## config.mk

```make
export PLATFORM = sky130hd
export DESIGN_NAME = ccse_cell
export DESIGN_NICKNAME = d
export VERILOG_FILES = /design/src/hdl/ccse_pkg.sv /design/src/hdl/ccse_cell.sv
export SDC_FILE = /design/constraint.sdc
export NUM_CORES = 1
export LEC_CHECK = 0
export ABC_CLOCK_PERIOD_IN_PS = 2560
export BUFFER_PORTS_ARGS = -buffer_cell sky130_fd_sc_hd__buf_2
export CAP_MARGIN = 25
export CORE_MARGIN = 2
export CORE_UTILIZATION = 44
export CTS_BUF_LIST = sky130_fd_sc_hd__clkbuf_16
export CTS_CLUSTER_DIAMETER = 150
export DETAILED_ROUTE_END_ITERATION = 10
export MAX_ROUTING_LAYER = met4
export PLACE_DENSITY = 0.79
export SLEW_MARGIN = 20
export SYNTH_ARGS = -nofsm -noshare
export SYNTH_HDL_FRONTEND = slang
export SYNTH_SLANG_ARGS = --single-unit
export TNS_END_PERCENT = 20
```

## constraint.sdc

```tcl
create_clock -name clock -period 2.56 [get_ports clock]
set_input_delay 0.256 -clock clock [delete_from_list [all_inputs] [get_ports clock]]
set_output_delay 0.256 -clock clock [all_outputs]
set_load 0.05 [all_outputs]
```

## src/hdl/ccse_pkg.sv

```systemverilog
// Shared types and constants for the cumulative count slope estimator.
package ccse_pkg;

   localparam int SAMPLE_W   = 16;
   localparam int BASE_W     = 16;
   localparam int STEP_W     = 12;
   localparam int SCALE_W    = 10;
   localparam int CSR_IDX_W  = 2;
   localparam int CSR_DATA_W = 16;
   localparam int T_W        = 18;
   localparam int N_W        = 6;
   localparam int Y_W        = 16;
   localparam int E_W        = 5;
   localparam int M_W        = 16;
   localparam int FRAC_W     = 16;
   localparam int L2_W       = E_W + FRAC_W;
   localparam int B_W        = 24;
   localparam int ST_W       = T_W + N_W;
   localparam int STT_W      = 2 * T_W + N_W;
   localparam int SY_W       = Y_W + N_W;
   localparam int STY_W      = T_W + Y_W + N_W;
   localparam int NUM_W      = 49;
   localparam int DIV_W      = 64;

   localparam logic [14:0] LOG10_2_Q16 = 15'd19728;

   localparam logic [CSR_IDX_W-1:0] CSR_BASE  = 2'd0;
   localparam logic [CSR_IDX_W-1:0] CSR_STEP  = 2'd1;
   localparam logic [CSR_IDX_W-1:0] CSR_SCALE = 2'd2;

   localparam logic [BASE_W-1:0]  BASE_RESET  = 16'd28;
   localparam logic [STEP_W-1:0]  STEP_RESET  = 12'd2;
   localparam logic [SCALE_W-1:0] SCALE_RESET = 10'd20;

   localparam logic signed [B_W-1:0] B_MAX = 24'sh7FFFFF;
   localparam logic signed [B_W-1:0] B_MIN = 24'sh800000;

   typedef struct packed {
      logic                inc;
      logic                shift;
      logic [SAMPLE_W-1:0] sample;
   } cell_ctl_type;

   typedef struct packed {
      logic [BASE_W-1:0]  base;
      logic [STEP_W-1:0]  step;
      logic [SCALE_W-1:0] scale;
   } cfg_type;

endpackage

```

## src/hdl/ccse_cell.sv

```systemverilog
// One bin cell: counts samples above its threshold and shifts its count toward the head.
module ccse_cell #(
   parameter int IDX        = 0,
   parameter int COUNT_BITS = 20
) (
   input  logic                         clock,
   input  logic                         reset,
   input  ccse_pkg::cell_ctl_type       ctl,
   input  ccse_pkg::cfg_type            cfg,
   input  logic [COUNT_BITS-1:0]        count_nb,
   output logic [COUNT_BITS-1:0]        count
);

   logic [COUNT_BITS-1:0]   count_ff;
   logic [COUNT_BITS-1:0]   count_in;
   logic [ccse_pkg::T_W-1:0] thr;
   logic                    above;

   assign thr   = ccse_pkg::T_W'(cfg.base) + ccse_pkg::T_W'(int'(cfg.step) * IDX);
   assign above = ccse_pkg::T_W'(ctl.sample) > thr;

   always_comb begin
      count_in = count_ff;
      if (ctl.shift) begin
         count_in = count_nb;
      end else if (ctl.inc && above && !(&count_ff)) begin
         count_in = count_ff + COUNT_BITS'(1);
      end
   end

   always_ff @(posedge clock) begin
      if (reset) begin
         count_ff <= '0;
      end else begin
         count_ff <= count_in;
      end
   end

   assign count = count_ff;

endmodule

```

==> results of run 1 <==
==> how the worst max path moves through the flow <==
stage	start	end	slack, ns	cells past startpoint
final	count[0]	count[11]	0.32	7
after global placement	cfg[37]	count[4]	0.18	8
after floorplan	count[7]	count[2]	0.24	7
after detailed placement	cfg[37]	count[14]	0.14	8
after CTS	count[0]	count[11]	0.33	7
after global routing	count[0]	count[11]	0.08	7
==> critical path, cell delays in order, from the launching register on <==
cell,delay [ns]
dfxtp_1,0.35
ha_1,0.23
nand3_1,0.15
nor2_1,0.13
a41o_1,0.37
or3_1,0.41
o211a_1,0.21
a2111oi_1,0.28
==> metal layers <==
metal	routed length, um	part of all wire [%]	track usage (%)	vias to the layer above
met1	1890	43	24.7	875
met2	2230	50	38.1	81
met4	40	0.90	5.47	0
li1	-	-	-	980
met3	275	6.2	2.05	7
met5	0	0	-	-
==> kinds of logic after synthesis <==
group	Yosys count	synth area share, %
AOI/OAI and AO/OA	63	27.0
DFF	20	24.0
buffers and inverters	39	9.74
adders and majority gates	17	12.7
and+or+nand+nor	84	26.6
==> area by class of cell <==
type | count | area [um^2] | area share (%)
tap | 48 | 60.1 | 2.79
multi-input combinational | 164 | 1110 | 51.5
timing repair buffer | 78 | 398 | 18.5
clock buffer | 3 | 75.1 | 3.49
sequential | 20 | 400 | 18.6
inverter | 28 | 105 | 4.89
clock inverter | 1 | 3.75 | 0.175
==> metrics by stage <==
stage                     hold slack (ns)  std cells  total power [W]
after floorplan                     0.398        223         0.000576
after global placement              0.506        338         0.000660
after detailed placement            0.510        338         0.000667
after CTS                           0.244        342         0.000994
after global routing                0.261        342          0.00105
final                               0.243        342         0.000989
==> synthesized netlist by cell type (2+ instances only) <==
cell type   n
o31a_1      2
dfxtp_1    20
o21ai_1    12
and3_1      2
o311a_1     4
nor4_1      3
a311oi_1   11
a211oi_1    2
o31ai_1     4
nand3_1     8
a2111o_1    2
clkbuf_1    8
nor2b_1     2
ha_1       17
inv_1      27
o21ai_0     3
or3_1       8
nand2_1    15
a21oi_1    13
a221oi_1    2
buf_6       2
nand2b_1    2
a2111oi_1   2
nand4_1    11
nor3_1      2
nor2_1     23
or4_1       3
==> cell usage in the layout (no fill, tap or decap), drive strengths merged <==
cell type	n
nor3	2
a2111oi	2
o21ai	15
or4	3
dfxtp	20
nor2	23
and4	1
a31oi	1
a2111o	2
nor4	4
and3	3
o31a	2
or3	8
nand3	8
a41o	1
o311a	4
clkbuf	3
a221oi	2
ha	17
nor4b	1
inv	28
nand4	12
o211ai	1
o211a	1
a311oi	11
a21oi	13
nand2	15
clkinv	1
buf	78
o31ai	4
a211oi	2
o41ai	1
nor2b	2
a41oi	1
nand2b	2
==> power breakdown <==
group,switching (W),total (W),internal [W]
Combinational,0.000195,0.000303,0.000108
Sequential,0.0000262,0.000360,0.000333
Clock,0.000118,0.000327,0.000208
==> summary.md, run 1 <==
| Metric | Value |
|---|---|
| Status | finished, final reports clean |
| Post-CTS sizing | 0 |
| Seq cells post-synth | 20 |
| Arr. time, crit path | 2.39 ns |
| Maximum VDD drop | 0.223 mV |
| GPL Wtd Cong | 0.793 |
| Clock period minus final worst setup slack | 2.24 ns |
| Antenna violations before repair | 0 |
| Clk sink count | 20 |
| RSZ-0062 raised after global routing | false |
| DR vias | 1943 |
| Worst-Margin Slew | 0.505 ns |
| P per Cell Area | 460 mW/mm^2 |
| Final wirelength | 4.44 mm |
| Sequential share of the synthesized area | 24.0% |
| Min-delay src | count_nb[11] |
| Die width | 65.6 um |
| DR pass1 iterations | 5 |
| Clk pin slew, worst setup/hold paths | 0.06 ns |
| Die ar. | 0.00431 mm^2 |
| Worst Path Max Fanout | 10 |
| Synth Flop Type | dfxtp_1 |
| H-tree lvl count | 1 |
| RR Startpoint | count[0] |
| Initial core utilization | 45.6% |
| Grt ovf | 0 |
| First DRT Iteration DRCs | 108 |
| Worst EP required | 2.71 ns |
| Place WS | 0.141 ns |
| Fin. Hold Viols | 0 |
| Overall Global Routing Usage | 21.0% |
| Vias per inst | 5.68 |
| CP Capture Type | register |
| Total negative slack | 0 ns |
| Fill cell total of the finished layout | 358 |
| Hold Path Class | in2reg |
| Synth top area share | 24.0% |
| Total core area | 0.00366 mm^2 |
| Achievable Freq | 446 MHz |
| Vias in the first global route | 1643 |
| Critical path class | reg2reg |
| Post-CTS Hold Buffers | 0 |
| Post-synth EDFFs | 0 |
| Pin count of the biggest net entering global routing | 30 |
| Lkg Pwr | 1.01 nW |
| Die height | 65.6 um |
| Max reg flops | 20 |
| WL/cell | 13.0 um |
| Cell area after synthesis | 0.00167 mm^2 |
| Number of remaining DRC errors | 0 |
| Yosys top cell by area | dfxtp_1 |
| PortBufs | 75 |
| Syn. warnings | 0 |
| Asr flop ratio synth | 0% |
| Relative slew slack | 65.9% |
| Post-route cell area | 0.00215 mm^2 |
| First-pass GRT wire length | 7.06 mm |
| Area growth, synth to finish | 28.7% |
| Placed inst area | 0.00207 mm^2 |
| Synth cell types | 40 |
| Layout cells sized above 1 | 28.9% |
| Dpl hpwl | 3.34 mm |
| CTS Buf Count | 3 |
| Slew Limit Fails | 0 |
| Final period util | 87.7% |
| Clk_skew | 0.00168 ns |
| Num rows | 22 |
| MaxCap Viol Count | 0 |
| Postcts setup bufs | 0 |
| Syn Inst Count | 223 |
| Area contributors post-synth | dfxtp_1, ha_1, inv_1, a311oi_1, nor2_1 |
| ANT nets after route | 0 |
| R2R cell count | 7 |
| Root buf cell | clkbuf_16 |
| Startpoint Class | register |
| Skew-Pair Late Insertion Delay | 0.25 ns |
| WHS Path Cells | 3 |
| Final #Nets | 390 |
| Antenna Cells | 0 |
| Finish-stage setup viols | 0 |
| Final worst slack | 0.316 ns |
| Post-layout util | 58.7% |
| CTS Buffer Depth | 2 |
| Boundary Pins | 98 |
| TritonCTS clock tree | built |
| Crit Reg-Reg Endpoint | count[11] |
| Avg Synthesized Cell Area | 7.49 um^2 |
| Reg-to-reg setup timing slack | 0.32 ns |
| Syn_nets | 318 |
| Hold worst-path end | count[11] |
Power figures use the tool's default switching activity.
==> run 2, diff against run 1 <==
- RECOVER_POWER: default -> 25
==> summary.md, run 2 (synthesis results as in run 1) <==
| Metric | Value |
|---|---|
| H-tree lvl count | 1 (unchanged) |
| Antenna violations before repair | 0 (unchanged) |
| Worst EP required | 2.71 ns (about the same) |
| Slowest-stage cell, CP | or3_1 |
| First DRT Iteration DRCs | 102 (-5.6%) |
| Power Internal | 0.000646 W (-0.47%) |
| Overall Global Routing Usage | 21.0% (unchanged) |
| Final period util | 87.8% (+0.13 points) |
| CP Cell Sequence | ha_1 > nand3_1 > nor2_1 > a41o_1 > or3_1 > o211a_1 > a2111oi_1 |
| Clk pin slew, worst setup/hold paths | 0.06 ns (about the same) |
| DR vias | 1928 (-0.77%) |
| Dpl hpwl | 3.34 mm (unchanged) |
| Sw Ratio | 34.7% (+0.32 points) |
| P_sw | 0.000343 W (+0.98%) |
| Boundary Pins | 98 (unchanged) |
| TritonCTS clock tree | built |
| RSZ-0062 raised after global routing | false |
| Antenna Cells | 0 (unchanged) |
| Placed inst area | 0.00207 mm^2 (unchanged) |
| CP max stage delay | 0.41 ns (about the same) |
| Finish-stage setup viols | 0 (unchanged) |
| Grt ovf | 0 (unchanged) |
| Lkg Pwr | 0.969 nW (-3.6%) |
| Max reg flops | 20 (unchanged) |
| Initial core utilization | 45.6% (unchanged) |
| Vias in the first global route | 1643 (unchanged) |
| Die ar. | 0.00431 mm^2 (unchanged) |
| Relative slew slack | 60.1% (-5.8 points) |
| Final #Nets | 390 (unchanged) |
| Postcts setup bufs | 0 (unchanged) |
| Min-delay src | count_nb[11] |
| Combinational share of power | 30.3% (-0.3 points) |
| Final wirelength | 4.46 mm (+0.38%) |
| Skew-Pair Late Insertion Delay | 0.25 ns (about the same) |
| Total core area | 0.00366 mm^2 (unchanged) |
| Worst-Margin Slew | 0.602 ns (+0.0965 ns) |
| Hold worst-path end | count[11] |
| Post-CTS Hold Buffers | 0 (unchanged) |
| RR Startpoint | count[0] |
| Hold Path Class | in2reg |
| Layout cells sized above 1 | 25.5% (-3.4 points) |
| Clock power share | 33.3% (+0.3 points) |
| Pin count of the biggest net entering global routing | 30 (unchanged) |
| Crit Reg-Reg Endpoint | count[11] |
| CTS Buf Count | 3 (unchanged) |
| GPL Wtd Cong | 0.793 (unchanged) |
| Critical path class | reg2reg |
| DR pass1 iterations | 6 (+1) |
| Post-route cell area | 0.00214 mm^2 (-0.58%) |
| Number of remaining DRC errors | 0 (unchanged) |
| CP Capture Type | register |
| Most common cell after layout, fill and taps aside | buf_2 |
| Worst Path Max Fanout | 10 (unchanged) |
| PortBufs | 75 (unchanged) |
| WHS Path Cells | 3 (unchanged) |
| Area growth, synth to finish | 27.9% |
| First-pass GRT wire length | 7.06 mm (unchanged) |
| CTS Buffer Depth | 2 (unchanged) |
| Root buf cell | clkbuf_16 |
| Slew Limit Fails | 0 (unchanged) |
| ANT nets after route | 0 (unchanged) |
| Reg-to-reg setup timing slack | 0.31 ns (about the same) |
| Achievable Freq | 445 MHz (-0.15%) |
| Flop pwr share | 36.4% (about the same) |
| Vias per inst | 5.64 (-0.77%) |
| P per Cell Area | 463 mW/mm^2 (+0.61%) |
| WL/cell | 13.0 um (+0.38%) |
| Startpoint Class | register |
| Clk_skew | 0.00204 ns (+0.000360 ns) |
| Die height | 65.6 um (unchanged) |
| Die width | 65.6 um (unchanged) |
| Total negative slack | 0 ns (unchanged) |
| R2R cell count | 7 (unchanged) |
| Maximum VDD drop | 0.228 mV (+1.9%) |
| MaxCap Viol Count | 0 (unchanged) |
| Fin. Hold Viols | 0 (unchanged) |
| Most frequent cells in the layout | buf_2, inv_1, nor2_1 |
| Clock period minus final worst setup slack | 2.25 ns (+0.00332 ns) |
| Arr. time, crit path | 2.39 ns (about the same) |
| Num rows | 22 (unchanged) |
| Clk sink count | 20 (unchanged) |
| Status | finished, final reports clean |
| Post-CTS sizing | 0 (unchanged) |
run 2: final cells by class:
type	count	area (um^2)
fill	364	1520
multi-input combinational	164	1110
sequential	20	400
timing repair buffer	78	385
inverter	28	105
clock buffer	3	75.1
tap	48	60.1
clock inverter	1	3.75
run 2: worst max-delay path by stage:
stage / from / endpoint / slack (ns) / depth (start not counted)
2_1_floorplan: count[7] / count[2] / 0.24 / 7
3_3_place_gp: cfg[37] / count[4] / 0.18 / 8
3_5_place_dp: cfg[37] / count[14] / 0.14 / 8
4_1_cts: count[0] / count[11] / 0.33 / 7
5_1_grt: count[0] / count[11] / 0.08 / 7
6_report: count[0] / count[11] / 0.31 / 7
run 2: worst max-delay path, delay by kind of cell, from the launching register on:
| kind | cells | cell delay [ns] |
|---|---|---|
| AOI/OAI and AO/OA | 3 | 0.86 |
| and+or+nand+nor | 3 | 0.69 |
| DFF | 1 | 0.35 |
| adders and majority gates | 1 | 0.23 |
run 2: power groups by stage:
stage                     clock network [W]  logic, W  registers (W)
after floorplan                           0  0.000140       0.000436
after global placement                    0  0.000295       0.000364
after detailed placement                  0  0.000302       0.000365
after CTS                          0.000331  0.000303       0.000359
after global routing               0.000354  0.000329       0.000362
final                              0.000329  0.000300       0.000360
run 2: routing by layer:
metal | share of wire (%) | vias up | track usage [%]
met2 | 50 | 73 | 38.1
li1 | - | 976 | -
met5 | 0 | - | -
met3 | 5.9 | 5 | 2.05
met4 | 0.79 | 0 | 5.47
met1 | 43 | 874 | 24.7
run 2: through the flow:
stage	setup WS (ns)	utilization (%)	instances	total power, W	hold WS, ns
floorplan	0.240	-	223	0.000576	0.398
finish	0.313	58.4	342	0.000989	0.243
global placement	0.177	56.6	338	0.000660	0.506
global route	0.0756	58.4	342	0.00105	0.261
CTS	0.329	58.7	342	0.000994	0.244
detailed placement	0.141	56.6	338	0.000667	0.510
==> run 3, diff against run 2 <==
- CTS_BUF_LIST: sky130_fd_sc_hd__clkbuf_16 -> default
==> summary.md, run 3 (synthesis results as in run 1) <==
| Metric | Value |
|---|---|
| First DRT Iteration DRCs | 108 (+5.9%) |
| Overall Global Routing Usage | 20.7% (-0.26 points) |
| Clock period minus final worst setup slack | 2.24 ns (-0.00893 ns) |
| Skew-Pair Late Insertion Delay | 0.26 ns (about the same) |
| DR pass1 iterations | 5 (-1) |
| Most common cell after layout, fill and taps aside | buf_2 |
| Startpoint Class | register |
| Slew Limit Fails | 0 (unchanged) |
| Hold WS | 0.237 ns (-0.00564 ns) |
| Maximum VDD drop | 0.180 mV (-21%) |
| Antenna Cells | 0 (unchanged) |
| WL/cell | 12.8 um (-1.8%) |
| Die ar. | 0.00431 mm^2 (unchanged) |
| Fin. Hold Viols | 0 (unchanged) |
| Post-CTS sizing | 0 (unchanged) |
| Total negative slack | 0 ns (unchanged) |
| Critical path class | reg2reg |
| Num rows | 22 (unchanged) |
| Wl on met1 | 1.92 mm (+0.16%) |
| Wire length on met2 | 2.15 mm (-4.0%) |
| Achievable Freq | 447 MHz (+0.40%) |
| Clk sink count | 20 (unchanged) |
| Max reg flops | 20 (unchanged) |
| Finish-stage setup viols | 0 (unchanged) |
| Root buf cell | clkbuf_8 |
| Final period util | 87.4% (-0.35 points) |
| PortBufs | 75 (unchanged) |
| Final wirelength | 4.38 mm (-1.8%) |
| Final #Nets | 390 (unchanged) |
| Status | finished, final reports clean |
| Vias in the first global route | 1601 (-2.6%) |
| Arr. time, crit path | 2.39 ns (about the same) |
| First-pass GRT wire length | 6.93 mm (-1.8%) |
| Relative slew slack | 60.0% (about the same) |
| Postcts setup bufs | 0 (unchanged) |
| Slowest-stage cell, CP | nor4_2 |
| CP Cell Sequence | nand4_1 > nor4_2 > a41o_1 > or3_1 > nor4_1 > a2111oi_1 |
| Area growth, synth to finish | 26.5% |
| Worst EP required | 2.71 ns (about the same) |
| CTS Buffer Depth | 2 (unchanged) |
| GPL Wtd Cong | 0.793 (unchanged) |
| CP max stage delay | 0.52 ns (+0.11 ns) |
| Boundary Pins | 98 (unchanged) |
| Pin count of the biggest net entering global routing | 30 (unchanged) |
| Worst-Margin Slew | 0.602 ns (+0.000193 ns) |
| RSZ-0062 raised after global routing | false |
| H-tree lvl count | 1 (unchanged) |
| Top routing layer in use | met4 |
| Most frequent cells in the layout | buf_2, inv_1, nor2_1 |
| Met3 wire len | 261 um (unchanged) |
| Die width | 65.6 um (unchanged) |
| Clk_skew | 0.00378 ns (+0.00174 ns) |
| Grt ovf | 0 (unchanged) |
| TritonCTS clock tree | built |
| Worst path top cell family by delay | simple AND/OR/NAND/NOR gates |
| Dpl hpwl | 3.34 mm (unchanged) |
| Clk pin slew, worst setup/hold paths | 0.08 ns (+0.02 ns) |
| Total core area | 0.00366 mm^2 (unchanged) |
| P per Cell Area | 428 mW/mm^2 (-7.6%) |
| Layout cells sized above 1 | 25.9% (+0.34 points) |
| Antenna violations before repair | 0 (unchanged) |
| Lkg Pwr | 0.959 nW (-1.0%) |
| Vias per inst | 5.62 (-0.36%) |
| MaxCap Viol Count | 0 (unchanged) |
| CTS Buf Count | 3 (unchanged) |
| Hold Path Class | in2reg |
| CP Capture Type | register |
| ANT nets after route | 0 (unchanged) |
| Post-layout util | 57.7% (-0.65 points) |
| Fill cell total of the finished layout | 368 (+1.1%) |
| Buf/Inv on CP | 0 (unchanged) |
| DR vias | 1921 (-0.36%) |
| Worst Path Max Fanout | 10 (unchanged) |
| Post-CTS Hold Buffers | 0 (unchanged) |
| Initial core utilization | 45.6% (unchanged) |
| Die height | 65.6 um (unchanged) |
| Number of remaining DRC errors | 0 (unchanged) |
==> run 3: tightest hold or removal path: stages <==
cell and delay [ns]:
buf_2 0.10, inv_1 0.04, a2111oi_1 0.06
==> run 3: through the flow <==
stage / cells / worst slack, ns / power, W / instance area [um^2]
global route: 342 / 0.0717 / 0.000961 / 2110
floorplan: 223 / 0.240 / 0.000576 / 1670
finish: 342 / 0.322 / 0.000904 / 2110
detailed placement: 338 / 0.141 / 0.000667 / 2070
CTS: 342 / 0.325 / 0.000911 / 2130
global placement: 338 / 0.177 / 0.000660 / 2070
==> run 3: layout make-up <==
type	instances	area, um^2	area share (%)
multi-input cells	164	1110	52.4
flip-flops and latches	20	400	18.9
repair buffers	78	385	18.2
inverters	28	105	4.97
well taps	48	60.1	2.84
clock buffers	4	55.1	2.61
==> run 3: power breakdown <==
part	internal, W	switching [W]
combinational	0.000104	0.000195
sequential	0.000333	0.0000259
clock	0.000137	0.000109
total	0.000574	0.000330
==> run 3: final timing paths <==
kind                            cells past startpoint   endpoint  slack, ns         start
worst min register to register                      2  count[17]       0.55     count[17]
worst max register to register                      6  count[11]       0.32      count[8]
worst min-delay path                                3  count[11]       0.24  count_nb[11]
worst max-delay path                                6  count[11]       0.32      count[8]
==> run 3: routing by layer <==
| metal | up-vias | GRT usage [%] |
|---|---|---|
| met3 | 6 | 2.05 |
| met2 | 80 | 37.5 |
| li1 | 979 | - |
| met1 | 856 | 24.5 |
| met5 | - | - |
| met4 | 0 | 5.47 |
